<file path="config.mk">
export PLATFORM = sky130hd
export DESIGN_NAME = colour_blob_centroid_core
export DESIGN_NICKNAME = d
export VERILOG_FILES = /design/src/rtl/cbc_pkg.sv /design/src/rtl/colour_blob_centroid_core.sv /design/src/rtl/cbc_div.sv
export SDC_FILE = /design/constraint.sdc
export NUM_CORES = 1
export LEC_CHECK = 0
export BUFFER_PORTS_ARGS = -buffer_cell sky130_fd_sc_hd__buf_2
export CORE_MARGIN = 8
export CORE_UTILIZATION = 50
export CTS_CLUSTER_SIZE = 28
export DETAILED_ROUTE_END_ITERATION = 12
export GPL_ROUTABILITY_DRIVEN = 0
export GPL_TIMING_DRIVEN = 0
export PLACE_DENSITY = 0.69
export REMOVE_ABC_BUFFERS = 1
export SLEW_MARGIN = 5
export SYNTH_ARGS = -nofsm -noshare
export SYNTH_HDL_FRONTEND = slang
export SYNTH_HIERARCHICAL = 1
export SYNTH_SLANG_ARGS = --single-unit
</file>
<file path="constraint.sdc">
create_clock -name i_clk -period 8.1 [get_ports i_clk]
set_clock_uncertainty 0.1 [all_clocks]
set_input_delay 1.215 -clock i_clk [delete_from_list [all_inputs] [get_ports i_clk]]
set_output_delay 1.215 -clock i_clk [all_outputs]
set_load 0.02 [all_outputs]
</file>
<file path="src/rtl/cbc_pkg.sv">
`default_nettype none

package cbc_pkg;

    localparam int CBC_COORD_BITS = 10;
    localparam int POS_W          = 10;
    localparam int CHAN_W         = 8;
    localparam int COUNT_W        = 21;
    localparam int CENT_W         = 14;
    localparam int COLOUR_W       = 3;
    localparam int NUM_CLASSES    = 6;
    localparam int IDX_W          = 3;
    localparam int CFG_ADDR_W     = 1;
    localparam int CFG_DATA_W     = 8;
    localparam int S_TDATA_W      = 48;
    localparam int M_TDATA_W      = 80;

    localparam logic [CFG_ADDR_W-1:0] CFG_THRESHOLD = 1'd0;
    localparam logic [CFG_ADDR_W-1:0] CFG_MARK      = 1'd1;

    localparam logic [CHAN_W-1:0] THRESHOLD_RST = 8'd163;
    localparam logic [CHAN_W-1:0] MARK_RST      = 8'd128;

    localparam logic [COLOUR_W-1:0] COL_RED     = 3'd0;
    localparam logic [COLOUR_W-1:0] COL_GREEN   = 3'd1;
    localparam logic [COLOUR_W-1:0] COL_YELLOW  = 3'd2;
    localparam logic [COLOUR_W-1:0] COL_BLUE    = 3'd3;
    localparam logic [COLOUR_W-1:0] COL_CYAN    = 3'd4;
    localparam logic [COLOUR_W-1:0] COL_MAGENTA = 3'd5;
    localparam logic [COLOUR_W-1:0] COL_NONE    = 3'd7;

    localparam logic [COLOUR_W-1:0] COL_LAST = COL_MAGENTA;

    // yellow, green, red, blue, cyan, magenta in that priority
    function automatic logic [COLOUR_W-1:0] classify(
        input logic [CHAN_W-1:0] r,
        input logic [CHAN_W-1:0] g,
        input logic [CHAN_W-1:0] b,
        input logic [CHAN_W-1:0] thr
    );
        logic rs, gs, bs, rz, gz, bz;
        logic [COLOUR_W-1:0] c;
        rs = (r >= thr);
        gs = (g >= thr);
        bs = (b >= thr);
        rz = (r == '0);
        gz = (g == '0);
        bz = (b == '0);
        priority if (rs && gs && bz) c = COL_YELLOW;
        else if (rz && gs && bz)     c = COL_GREEN;
        else if (rs && gz && bz)     c = COL_RED;
        else if (rz && gz && bs)     c = COL_BLUE;
        else if (rz && gs && bs)     c = COL_CYAN;
        else if (rs && gz && bs)     c = COL_MAGENTA;
        else                         c = COL_NONE;
        return c;
    endfunction

    // mark pattern: bit 2 red, bit 1 green, bit 0 blue
    function automatic logic [2:0] mark_of(input logic [COLOUR_W-1:0] c);
        logic [2:0] m;
        unique case (c)
            COL_RED:     m = 3'b100;
            COL_GREEN:   m = 3'b010;
            COL_YELLOW:  m = 3'b110;
            COL_BLUE:    m = 3'b001;
            COL_CYAN:    m = 3'b011;
            COL_MAGENTA: m = 3'b101;
            default:     m = 3'b000;
        endcase
        return m;
    endfunction

endpackage

`default_nettype wire

</file>
<file path="src/rtl/colour_blob_centroid_core.sv">
`default_nettype none

// Colour blob centroid core. Each input beat is one RGB pixel with its column,
// row and an end-of-frame flag (tlast). The pixel is sorted into yellow,
// green, red, blue, cyan or magenta against the threshold register; a matched
// pixel comes back in the mark level, any other pixel unchanged, always as one
// pixel beat (tuser 0). Per colour the core keeps a saturating count and
// column/row sums. On the end-of-frame pixel it follows the pixel beat with one
// report beat (tuser 1) per colour seen, in colour code order, holding the
// centroid as unsigned 10.4 fixed point (truncated, saturated) and the count,
// then clears its accumulators; tlast marks the final beat of each input. A
// matched pixel passes through accept, three accumulate steps on one shared
// saturating adder and one output load that waits out output stalls; an
// unmatched pixel goes from accept straight to the output load. On end of
// frame each colour seen takes a scan step, two runs of the bit-serial divider
// (column, then row) and a report load, and each colour not seen below the last
// one seen takes a scan step. The core is not ready meanwhile.
module colour_blob_centroid_core
    import cbc_pkg::*;
#(
    parameter int COORD_BITS = CBC_COORD_BITS
) (
    input  wire logic                  i_clk,
    input  wire logic                  i_rst_n,
    input  wire logic                  i_cfg_we,
    input  wire logic [CFG_ADDR_W-1:0] i_cfg_addr,
    input  wire logic [CFG_DATA_W-1:0] i_cfg_wdata,
    input  wire logic                  i_s_axis_tvalid,
    output logic                       o_s_axis_tready,
    // red[7:0], green[15:8], blue[23:16], pos_x[33:24], pos_y[43:34]
    input  wire logic [S_TDATA_W-1:0]  i_s_axis_tdata,
    input  wire logic                  i_s_axis_tlast,
    output logic                       o_m_axis_tvalid,
    input  wire logic                  i_m_axis_tready,
    // pix_r[7:0], pix_g[15:8], pix_b[23:16], colour[26:24], cent_x[40:27],
    // cent_y[54:41], count[75:55]
    output logic [M_TDATA_W-1:0]       o_m_axis_tdata,
    // kind[0]
    output logic                       o_m_axis_tuser,
    output logic                       o_m_axis_tlast
);

    localparam int SUM_W = COORD_BITS + 20;
    localparam int QW    = SUM_W + 4;
    localparam int PW    = (COORD_BITS < POS_W) ? COORD_BITS : POS_W;
    localparam int SAT_I = (COORD_BITS + 4 < CENT_W) ? ((1 << (COORD_BITS + 4)) - 1)
                                                     : ((1 << CENT_W) - 1);
    localparam logic [QW-1:0]    SAT_Q     = QW'(SAT_I);
    localparam logic [SUM_W-1:0] COUNT_MAX = SUM_W'((64'd1 << COUNT_W) - 1);
    localparam logic [SUM_W-1:0] SUM_MAX   = '1;

    localparam logic [3:0] ST_IDLE  = 4'd0;
    localparam logic [3:0] ST_ACC_C = 4'd1;
    localparam logic [3:0] ST_ACC_X = 4'd2;
    localparam logic [3:0] ST_ACC_Y = 4'd3;
    localparam logic [3:0] ST_PIX   = 4'd4;
    localparam logic [3:0] ST_SCAN  = 4'd5;
    localparam logic [3:0] ST_DIV_X = 4'd6;
    localparam logic [3:0] ST_DIV_Y = 4'd7;
    localparam logic [3:0] ST_REP   = 4'd8;

    logic [3:0]          r_state, n_state;
    logic [CHAN_W-1:0]   r_thr, r_mark;
    logic [CHAN_W-1:0]   r_red, r_green, r_blue;
    logic [PW-1:0]       r_px, r_py;
    logic                r_eof;
    logic [IDX_W-1:0]    r_idx, n_idx;
    logic [COUNT_W-1:0]  r_cnt [NUM_CLASSES];
    logic [SUM_W-1:0]    r_sx  [NUM_CLASSES];
    logic [SUM_W-1:0]    r_sy  [NUM_CLASSES];
    logic [CENT_W-1:0]   r_cx, r_cy;

    logic                  r_o_valid;
    logic                  r_o_kind;
    logic                  r_o_last;
    logic [M_TDATA_W-1:0]  r_o_data;

    logic [NUM_CLASSES-1:0] nz;
    logic                   above;
    logic                   out_free;
    logic                   in_acc;
    logic                   clr;
    logic                   o_load;
    logic                   o_kind_n;
    logic                   o_last_n;
    logic [M_TDATA_W-1:0]   o_data_n;

    logic [COUNT_W-1:0] rd_cnt;
    logic [SUM_W-1:0]   rd_sx, rd_sy;
    logic [SUM_W-1:0]   add_a, add_b, add_max, add_res;
    logic [SUM_W:0]     add_sum;

    logic              div_start;
    logic [QW-1:0]     div_num;
    logic              div_done;
    logic [QW-1:0]     div_quot;
    logic [CENT_W-1:0] cent_sat;
    logic [2:0]        mark;

    assign in_acc   = i_s_axis_tvalid && o_s_axis_tready;
    assign out_free = !r_o_valid || i_m_axis_tready;

    assign rd_cnt = r_cnt[r_idx];
    assign rd_sx  = r_sx[r_idx];
    assign rd_sy  = r_sy[r_idx];

    always_comb begin
        above = 1'b0;
        for (int k = 0; k < NUM_CLASSES; k++) begin
            nz[k] = (r_cnt[k] != '0);
            if (nz[k] && (IDX_W'(k) > r_idx)) begin
                above = 1'b1;
            end
        end
    end

    // shared saturating adder
    always_comb begin
        unique case (r_state)
            ST_ACC_X: begin
                add_a   = rd_sx;
                add_b   = SUM_W'(r_px);
                add_max = SUM_MAX;
            end
            ST_ACC_Y: begin
                add_a   = rd_sy;
                add_b   = SUM_W'(r_py);
                add_max = SUM_MAX;
            end
            default: begin
                add_a   = SUM_W'(rd_cnt);
                add_b   = SUM_W'(1);
                add_max = COUNT_MAX;
            end
        endcase
        add_sum = {1'b0, add_a} + {1'b0, add_b};
        add_res = (add_sum > {1'b0, add_max}) ? add_max : add_sum[SUM_W-1:0];
    end

    assign div_start = ((r_state == ST_SCAN) && nz[r_idx])
                    || ((r_state == ST_DIV_X) && div_done);
    assign div_num   = (r_state == ST_SCAN) ? {rd_sx, 4'b0000} : {rd_sy, 4'b0000};
    assign cent_sat  = (div_quot > SAT_Q) ? SAT_Q[CENT_W-1:0] : div_quot[CENT_W-1:0];

    cbc_div #(
        .NUM_W (QW),
        .DEN_W (COUNT_W)
    ) u_div (
        .i_clk   (i_clk),
        .i_rst_n (i_rst_n),
        .i_start (div_start),
        .i_num   (div_num),
        .i_den   (rd_cnt),
        .o_done  (div_done),
        .o_quot  (div_quot)
    );

    assign mark = mark_of(r_idx);

    // sequencer
    always_comb begin
        n_state  = r_state;
        n_idx    = r_idx;
        clr      = 1'b0;
        o_load   = 1'b0;
        o_kind_n = 1'b0;
        o_last_n = 1'b0;
        o_data_n = '0;
        unique case (r_state)
            ST_IDLE: begin
                if (in_acc) begin
                    n_idx   = classify(i_s_axis_tdata[7:0], i_s_axis_tdata[15:8],
                                       i_s_axis_tdata[23:16], r_thr);
                    n_state = (n_idx == COL_NONE) ? ST_PIX : ST_ACC_C;
                end
            end
            ST_ACC_C: n_state = ST_ACC_X;
            ST_ACC_X: n_state = ST_ACC_Y;
            ST_ACC_Y: n_state = ST_PIX;
            ST_PIX: begin
                if (out_free) begin
                    o_load   = 1'b1;
                    o_last_n = !r_eof || (nz == '0);
                    if (r_idx == COL_NONE) begin
                        o_data_n = M_TDATA_W'({r_blue, r_green, r_red});
                    end else begin
                        o_data_n = M_TDATA_W'({mark[0] ? r_mark : 8'd0,
                                               mark[1] ? r_mark : 8'd0,
                                               mark[2] ? r_mark : 8'd0});
                    end
                    if (r_eof && (nz != '0)) begin
                        n_idx   = COL_RED;
                        n_state = ST_SCAN;
                    end else begin
                        clr     = r_eof;
                        n_state = ST_IDLE;
                    end
                end
            end
            ST_SCAN: begin
                if (nz[r_idx]) begin
                    n_state = ST_DIV_X;
                end else begin
                    n_idx = r_idx + 1'b1;
                end
            end
            ST_DIV_X: if (div_done) n_state = ST_DIV_Y;
            ST_DIV_Y: if (div_done) n_state = ST_REP;
            ST_REP: begin
                if (out_free) begin
                    o_load   = 1'b1;
                    o_kind_n = 1'b1;
                    o_last_n = !above;
                    o_data_n = M_TDATA_W'({rd_cnt, r_cy, r_cx, r_idx, 24'd0});
                    if (above) begin
                        n_idx   = r_idx + 1'b1;
                        n_state = ST_SCAN;
                    end else begin
                        clr     = 1'b1;
                        n_state = ST_IDLE;
                    end
                end
            end
            default: n_state = ST_IDLE;
        endcase
    end

    always_ff @(posedge i_clk) begin
        if (!i_rst_n) begin
            r_state   <= ST_IDLE;
            r_idx     <= COL_NONE;
            r_thr     <= THRESHOLD_RST;
            r_mark    <= MARK_RST;
            r_o_valid <= 1'b0;
        end else begin
            r_state <= n_state;
            r_idx   <= n_idx;
            if (i_cfg_we) begin
                if (i_cfg_addr == CFG_THRESHOLD) r_thr <= i_cfg_wdata;
                if (i_cfg_addr == CFG_MARK)      r_mark <= i_cfg_wdata;
            end
            if (o_load) begin
                r_o_valid <= 1'b1;
            end else if (i_m_axis_tready) begin
                r_o_valid <= 1'b0;
            end
        end
    end

    always_ff @(posedge i_clk) begin
        if (!i_rst_n || clr) begin
            for (int k = 0; k < NUM_CLASSES; k++) begin
                r_cnt[k] <= '0;
                r_sx[k]  <= '0;
                r_sy[k]  <= '0;
            end
        end else begin
            unique case (r_state)
                ST_ACC_C: r_cnt[r_idx] <= add_res[COUNT_W-1:0];
                ST_ACC_X: r_sx[r_idx]  <= add_res;
                ST_ACC_Y: r_sy[r_idx]  <= add_res;
                default: ;
            endcase
        end
    end

    always_ff @(posedge i_clk) begin
        if (in_acc) begin
            r_red   <= i_s_axis_tdata[7:0];
            r_green <= i_s_axis_tdata[15:8];
            r_blue  <= i_s_axis_tdata[23:16];
            r_px    <= i_s_axis_tdata[24 +: PW];
            r_py    <= i_s_axis_tdata[34 +: PW];
            r_eof   <= i_s_axis_tlast;
        end
        if ((r_state == ST_DIV_X) && div_done) r_cx <= cent_sat;
        if ((r_state == ST_DIV_Y) && div_done) r_cy <= cent_sat;
        if (o_load) begin
            r_o_kind <= o_kind_n;
            r_o_last <= o_last_n;
            r_o_data <= o_data_n;
        end
    end

    assign o_s_axis_tready = (r_state == ST_IDLE);
    assign o_m_axis_tvalid = r_o_valid;
    assign o_m_axis_tdata  = r_o_data;
    assign o_m_axis_tuser  = r_o_kind;
    assign o_m_axis_tlast  = r_o_last;

    a_idx_range: assert property (@(posedge i_clk) disable iff (!i_rst_n)
        (r_state == ST_ACC_C || r_state == ST_ACC_X || r_state == ST_ACC_Y ||
         r_state == ST_SCAN || r_state == ST_DIV_X || r_state == ST_DIV_Y ||
         r_state == ST_REP) |-> r_idx <= COL_LAST)
        else $error("colour index out of range while in use");

    a_scan_has_work: assert property (@(posedge i_clk) disable iff (!i_rst_n)
        (r_state == ST_SCAN) |-> nz != '0)
        else $error("report scan with no colour counted");

    a_div_done_state: assert property (@(posedge i_clk) disable iff (!i_rst_n)
        div_done |-> (r_state == ST_DIV_X || r_state == ST_DIV_Y))
        else $error("divider finished outside a divide step");

    a_frame_cleared: assert property (@(posedge i_clk) disable iff (!i_rst_n)
        (o_load && o_last_n && (r_state == ST_REP)) |=> nz == '0)
        else $error("accumulators not cleared after frame report");

endmodule

`default_nettype wire

</file>
<file path="src/rtl/cbc_div.sv">
`default_nettype none

module cbc_div
    import cbc_pkg::*;
#(
    parameter int NUM_W = CBC_COORD_BITS + 24,
    parameter int DEN_W = COUNT_W
) (
    input  wire logic             i_clk,
    input  wire logic             i_rst_n,
    input  wire logic             i_start,
    input  wire logic [NUM_W-1:0] i_num,
    input  wire logic [DEN_W-1:0] i_den,
    output logic                  o_done,
    output logic [NUM_W-1:0]      o_quot
);

    localparam int CNT_W = $clog2(NUM_W + 1);

    logic             r_busy;
    logic             r_done;
    logic [CNT_W-1:0] r_cnt;
    logic [NUM_W-1:0] r_num;
    logic [DEN_W-1:0] r_rem;
    logic [DEN_W-1:0] r_den;

    logic [DEN_W:0] trial;
    logic [DEN_W:0] diff;
    logic           ge;

    // restoring division, one quotient bit per cycle
    assign trial = {r_rem, r_num[NUM_W-1]};
    assign ge    = (trial >= {1'b0, r_den});
    assign diff  = trial - {1'b0, r_den};

    always_ff @(posedge i_clk) begin
        if (!i_rst_n) begin
            r_busy <= 1'b0;
            r_done <= 1'b0;
            r_cnt  <= '0;
        end else begin
            r_done <= 1'b0;
            if (i_start && !r_busy) begin
                r_busy <= 1'b1;
                r_cnt  <= CNT_W'(NUM_W);
            end else if (r_busy) begin
                r_cnt <= r_cnt - 1'b1;
                if (r_cnt == CNT_W'(1)) begin
                    r_busy <= 1'b0;
                    r_done <= 1'b1;
                end
            end
        end
    end

    always_ff @(posedge i_clk) begin
        if (i_start && !r_busy) begin
            r_num <= i_num;
            r_rem <= '0;
            r_den <= i_den;
        end else if (r_busy) begin
            r_rem <= ge ? diff[DEN_W-1:0] : trial[DEN_W-1:0];
            r_num <= {r_num[NUM_W-2:0], ge};
        end
    end

    assign o_done = r_done;
    assign o_quot = r_num;

    a_start_idle: assert property (@(posedge i_clk) disable iff (!i_rst_n)
        i_start |-> !r_busy)
        else $error("divider started while busy");

    a_busy_cnt: assert property (@(posedge i_clk) disable iff (!i_rst_n)
        r_busy |-> r_cnt != '0)
        else $error("divider busy with empty step count");

    a_done_after_busy: assert property (@(posedge i_clk) disable iff (!i_rst_n)
        o_done |-> $past(r_busy) && !r_busy)
        else $error("divider done without a finished run");

endmodule

`default_nettype wire

</file>
# Word-level counts from Yosys, hierarchy flattened
# Memory sizes are Yosys's and may differ from the RTL's. A register that Yosys moved wholly into a read port is not among the register bits.
# Index checks and enable logic that the tools add are counted.
# totals
register_bits,263
latch_bits,0
ram_bits,486
mem_bits_ro,0
word_cells,223
mem_count,3
# classes
add_sub_neg,4
multipliers,0
n_div,0
magnitude_cmp,13
n_eq_ne,25
shifts,0
muxes,94
bitwise,3
reduce_logical,58
# mem_list
name,words,word_bits,read_ports,rd_clocked_by_memory_dff,write_ports,line_no,text
r_sx,6,30,1,1,6,colour_blob_centroid_core.sv:69,logic [SUM_W-1:0] r_sx [NUM_CLASSES];
r_sy,6,30,1,1,6,colour_blob_centroid_core.sv:70,logic [SUM_W-1:0] r_sy [NUM_CLASSES];
r_cnt,6,21,7,1,6,colour_blob_centroid_core.sv:68,logic [COUNT_W-1:0] r_cnt [NUM_CLASSES];
# op_table
op,n
one-hot mux 76 bit (2 select lines),1
nonzero test 21 bit,6
2-to-1 mux 30 bit,4
2-to-1 mux 34 bit,3
2-to-1 mux 76 bit,1
2-to-1 mux 3 bit,24
one-hot mux 30 bit (2 select lines),1
OR reduction 30 bit,2
2-to-1 mux 24 bit,2
2-to-1 mux 21 bit,2
one-hot mux 4 bit (9 select lines),1
2-to-1 mux 1 bit,35
"> comparator 34 x 14 -> 1 bit, second input constant",1
adder 30 x 30 -> 31 bit,1
> comparator 31 x 30 -> 1 bit,1
greater-or-equal comparator 8 bit,3
logical NOT 8 bit,3
2-to-1 mux 4 bit,6
2-to-1 mux 8 bit,3
greater-or-equal comparator 22 x 21 -> 1 bit,1
logical AND 1 bit,22
OR reduction 21 bit,1
subtractor 21 bit,1
one-hot mux 10 bit (2 select lines),1
other kinds (37),71

# Depth between registers and ports, before layout
# An unclocked memory read counts as a cell.
# depth
ltp_word,17
mapped_depth,36
mapped_depth_nobuf,27

# By module
# Netlist, hierarchy kept.
# by_module_without_submodules
module,instances,cells_each,area_each_um2
colour_blob_centroid_core,1,2679,37639.8
cbc_div,1,401,4381.7

# Worst setup path after synthesis
# OpenSTA, ideal clock, no wires.
# synth_path
kind,reg-to-reg
start,register with a tool-made name
end,"memory r_sy[5][16] in the netlist's numbering, data pin"
arrival_time_ps,8191
path_slack_ps,-453
stages_incl_launch_ff,31
n_path_buf,9
period_less_slack_ps,8553
cell_sequence,dfxtp_1 -> buf_6 -> buf_6 -> buf_6 -> buf_6 -> buf_2 -> buf_1 -> buf_1 -> mux4_2 -> nand2_1 -> a31oi_1 -> ha_1 -> a211oi_1 -> nor3_1 -> o41a_1 -> o41ai_2 -> nor4b_4 -> and4_1 -> xor2_1 -> inv_1 -> ha_1 -> nand4_1 -> nor4_1 -> nand3_1 -> or4_1 -> nor4_4 -> o211ai_4 -> buf_6 -> a21oi_4 -> buf_6 -> nor2_1
# synth_lines
element,line_no
end: declaration,colour_blob_centroid_core.sv:70

==> results.txt <==
----------------------------------------------------
[Outcome]
  Outcome ... complete, no violations

[Yosys]
  Synth area leaders ... sky130_fd_sc_hd__edfxtp_1, sky130_fd_sc_hd__mux4_2, sky130_fd_sc_hd__nor2_1, sky130_fd_sc_hd__dfxtp_1, sky130_fd_sc_hd__mux2i_1
  Cell with the most instances after synthesis ... sky130_fd_sc_hd__edfxtp_1
  Area share of and/or/nand/nor cells after synthesis ... 0.105
  Flops & latches, synth ... just over 900
  Gate count after technology mapping ... between 3000 and 4000
  Avg Cell Area, Syn ... 13.6 um2
  Xor and xnor area share after synthesis ... 0.00896
  Sequential cell area fraction in the yosys report ... 0.637
  Cell type with the highest aggregate area in the netlist ... sky130_fd_sc_hd__edfxtp_1
  Number of unique standard cell types used by synthesis ... 94
  Area fraction of the dominant cell type after synthesis ... 0.610
  Async SR Flop Fraction ... 0
  Main combinational cell family by area after synthesis ... multiplexers
  Ys Warns ... 6
  Adder-cell share of the synthesized area ... 0.0218
  Post-synthesis compound-gate area fraction ... 0.0731
  Post-synthesis instance area ... 42000 um2
  Proportion of synthesized area in mux cells ... 0.123
  Post-synth EDFFs ... 854
  Most instantiated flip-flop cell in the synthesis netlist ... sky130_fd_sc_hd__edfxtp_1
  Cell types with the highest counts after synthesis ... sky130_fd_sc_hd__edfxtp_1, sky130_fd_sc_hd__nor2_1, sky130_fd_sc_hd__a21oi_1

[Setup path]
  Nature of the critical path startpoint ... flop
  Worst Path Max Fanout ... 37
  Worst R2R Setup Slack ... around 200 ps
  Worst Path Class, Setup ... reg -> reg
  Library cell contributing the largest single delay on the critical path ... sky130_fd_sc_hd__nor2_2
  CP most frequent cell ... sky130_fd_sc_hd__a21o_1
  Critical path capture point ... r_sx[5][19]
  Crit path DAT ... approximately 8000 ps
  R2R depth ... 28
  Maximum cell stage delay along the critical path ... about 670 ps
  Destination of the worst register-to-register timing path ... r_sx[5][19]
  Data required, critical path ... ~8400 ps
  Kind of end point of the critical path ... flop

[STA]
  RSZ-0062 raised after global routing ... false
  Fin. max-slew vios ... 0
  Highest achievable clock rate ... around 130 MHz
  Worst slew pin tran ... roughly 1200 ps
  Final Hold Vio Count ... 0
  Period utilisation layout ... 0.976
  Relative slew margins ... 0.174
  Tmin final ... 7900 ps
  Final Setup Violations ... 0

[Floorplanning]
  Initial Utilization ... 0.504
  Height of the die ... 306 um
  Count of standard-cell rows ... roughly 110
  Area of the core ... about 83000 um2
  Number of top-level pins ... roughly 150
  Die X-Extent ... roughly 310 um
  Area of the die ... roughly 94000 um2

[Cells and area]
  Area grow syn2layout ... 16.3%
  Net count of the finished layout ... approximately 3400
  Layout fillers ... 6227
  Finished Core Util ... 0.586
  Count of non-filler cells in the finished layout ... 4398
  Final std cell area, no fill ... between 40000 and 50000 um2
  Area of the multi-input gates ... roughly 15000 um2
  Area taken by flip-flops and latches ... roughly 27000 um2
  Share of post-route cells with drive strength above 1 ... 0.227

[Global routing]
  Tot GR Track Use ... 0.261
  Total congestion overflow ... 0
  Antenna violations before repair ... 2
  Wire length of the first global-routing pass ... 184000 um
  Largest net degree at the start of global routing ... 65
  Via count of the first global-routing pass ... between 20000 and 30000

[Worst hold path]
  Min-Delay Startpoint ... r_mark[3]
  Classification of the worst-slack hold path ... reg -> reg

[Clock network]
  CTS Buf Count ... 94
  Latest clock arrival within the worst-skew pair ... 660 ps
  CTS Sinks ... slightly above 900
  Clock tree root driver cell ... sky130_fd_sc_hd__clkbuf_16
  Clock tree from TritonCTS ... built
  Hold_buf cts ... 0
  CTS H-tree depth ... 3
  Bufs on Longest Clock Path ... 3
  CTS clk-pin slew, worst paths ... roughly 60 ps

[Placement]
  Placed wire-length estimate ... between 80000 and 90000 um
  Cell area after placement ... ~45000 um2
  Count of placed standard cells including taps ... between 4000 and 5000
  Count of buffers from port buffering ... roughly 140

[Power]
  Peak supply drop ... about 0.25 mV
  Overall power ... 15.5 mW
  Pwr per Cell Area ... around 320 nW/um2
  Static Leakage ... ~18 nW

[Route]
  Starting DRC count in detailed routing ... around 4000
  Antenna-violating nets left ... 0
  Avg Vias per Cell ... between 6 and 7
  Number of iterations in the first detailed-routing pass ... 6
  Via count ... 28700
  Routed len/inst ... between 20 and 30 um
  Post-detailed-routing wire length ... approximately 130000 um
  DR DRC count ... 0

[Run]
  Max_cap viols ... 0

----------------------------------------------------
## worst min-delay path by stage
stage / to / slack, ps / cells past startpoint
2_1_floorplan: r_mark[7] / 330 / 2
3_3_place_gp: r_mark[3] / 340 / 2
3_5_place_dp: r_mark[5] / 340 / 2
4_1_cts: r_mark[3] / 350 / 2
5_1_grt: r_mark[2] / 380 / 2
6_report: r_mark[3] / 350 / 2
## metrics by stage
stage                     setup slack [ps]   TNS, ps  hold slack (ps)
after global placement               -9560  -7859880              340
final                                  197         0              353
after floorplan                      -3870  -2080610              330
after detailed placement             -2710  -1365430              345
after CTS                             13.5         0              351
after global routing                  51.8         0              378
## cells in the final DEF (no fill, tap or decap), drive strengths merged, types with 13 or more instances in the layout
| master | Yosys | routed |
|---|---|---|
| a21o | 19 | 19 |
| a31oi | 18 | 18 |
| buf | 90 | 262 |
| nor2 | 523 | 523 |
| nand2 | 176 | 176 |
| and2 | 16 | 16 |
| a21oi | 191 | 191 |
| edfxtp | 854 | 854 |
| nor2b | 21 | 21 |
| clkbuf | 117 | 116 |
| mux2i | 101 | 101 |
| xnor2 | 31 | 31 |
| and3 | 35 | 35 |
| o21ai | 92 | 92 |
| ha | 70 | 70 |
| clkinv | 0 | 45 |
| a211oi | 17 | 17 |
| nor4 | 46 | 46 |
| nand3 | 40 | 40 |
| mux4 | 153 | 153 |
| mux2 | 60 | 60 |
| nand2b | 13 | 13 |
| nor3 | 45 | 45 |
| a22oi | 32 | 32 |
| dfxtp | 56 | 56 |
| inv | 68 | 69 |
| o22ai | 21 | 21 |
| nand4 | 21 | 21 |
| or3 | 19 | 19 |
## cells by family (layout without fill, tap and decap cells)
kind of cell	Yosys count	count (layout)
AND/OR/NAND/NOR	986	986
other	1	9
XOR/XNOR	43	43
flip-flops	910	910
buffers and inverters	275	505
adder cells (fa/ha/maj)	72	72
AO/OA/AOI/OAI	479	479
multiplexers	314	314
## repair_timing
item	in CTS	in global routing
endpoints found under the hold margin	0	0
buffers inserted	35	17
pin swaps	14	11
cloned	2	2
resized for setup	50	30
endpoints found under the setup margin	648	648
## area by class of cell
type | instances | area share
sequential | 910 | 0.548
multi-input combinational | 1902 | 0.301
timing repair buffer | 265 | 0.0563
clock buffer | 114 | 0.0512
tap | 1080 | 0.0277
clock inverter | 57 | 0.0100
inverter | 68 | 0.00556
timing repair inverter | 1 | 0.000102
antenna | 1 | 0.0000512
## where the power goes
part / switching (mW) / total, mW / internal (mW)
Combinational: 3.67 / 5.50 / 1.83
Sequential: 0.213 / 5.80 / 5.59
Clock: 1.80 / 4.24 / 2.44
Total: 5.69 / 15.5 / 9.86
## sequential cells by signal (all words and copies together) (netlist names), 3 cells and up, named ones only
| name | count |
|---|---|
| u_div/r_cnt | 6 |
| r_cy | 14 |
| r_green | 8 |
| r_px | 10 |
| r_idx | 3 |
| r_thr | 8 |
| r_mark | 8 |
| u_div/r_rem | 21 |
| u_div/r_den | 21 |
| r_state | 4 |
| r_py | 10 |
| o_m_axis_tdata | 76 |
| r_cnt | 168 |
| r_sy | 240 |
| r_cx | 14 |
| u_div/o_quot | 34 |
| r_blue | 8 |
| r_red | 8 |
| r_sx | 240 |
## routing by layer
metal / vias up / track usage / wire, um
li1: 12000 / - / -
met5: - / 0 / 13
met3: 423 / 0.0618 / 14900
met2: 2041 / 0.422 / 58000
met4: 2 / 0.118 / 6860
met1: 14300 / 0.335 / 46300
## worst max-delay path, delay by kind of cell, from the launching register on
family | cells | cell delay (ps)
compound gates | 13 | 2770
xor+xnor | 1 | 200
fa+ha+maj | 3 | 900
buf+inv | 3 | 720
flops | 1 | 530
mux | 1 | 310
simple gates | 7 | 1880
Note: power is estimated with default switching activity, not from simulation.
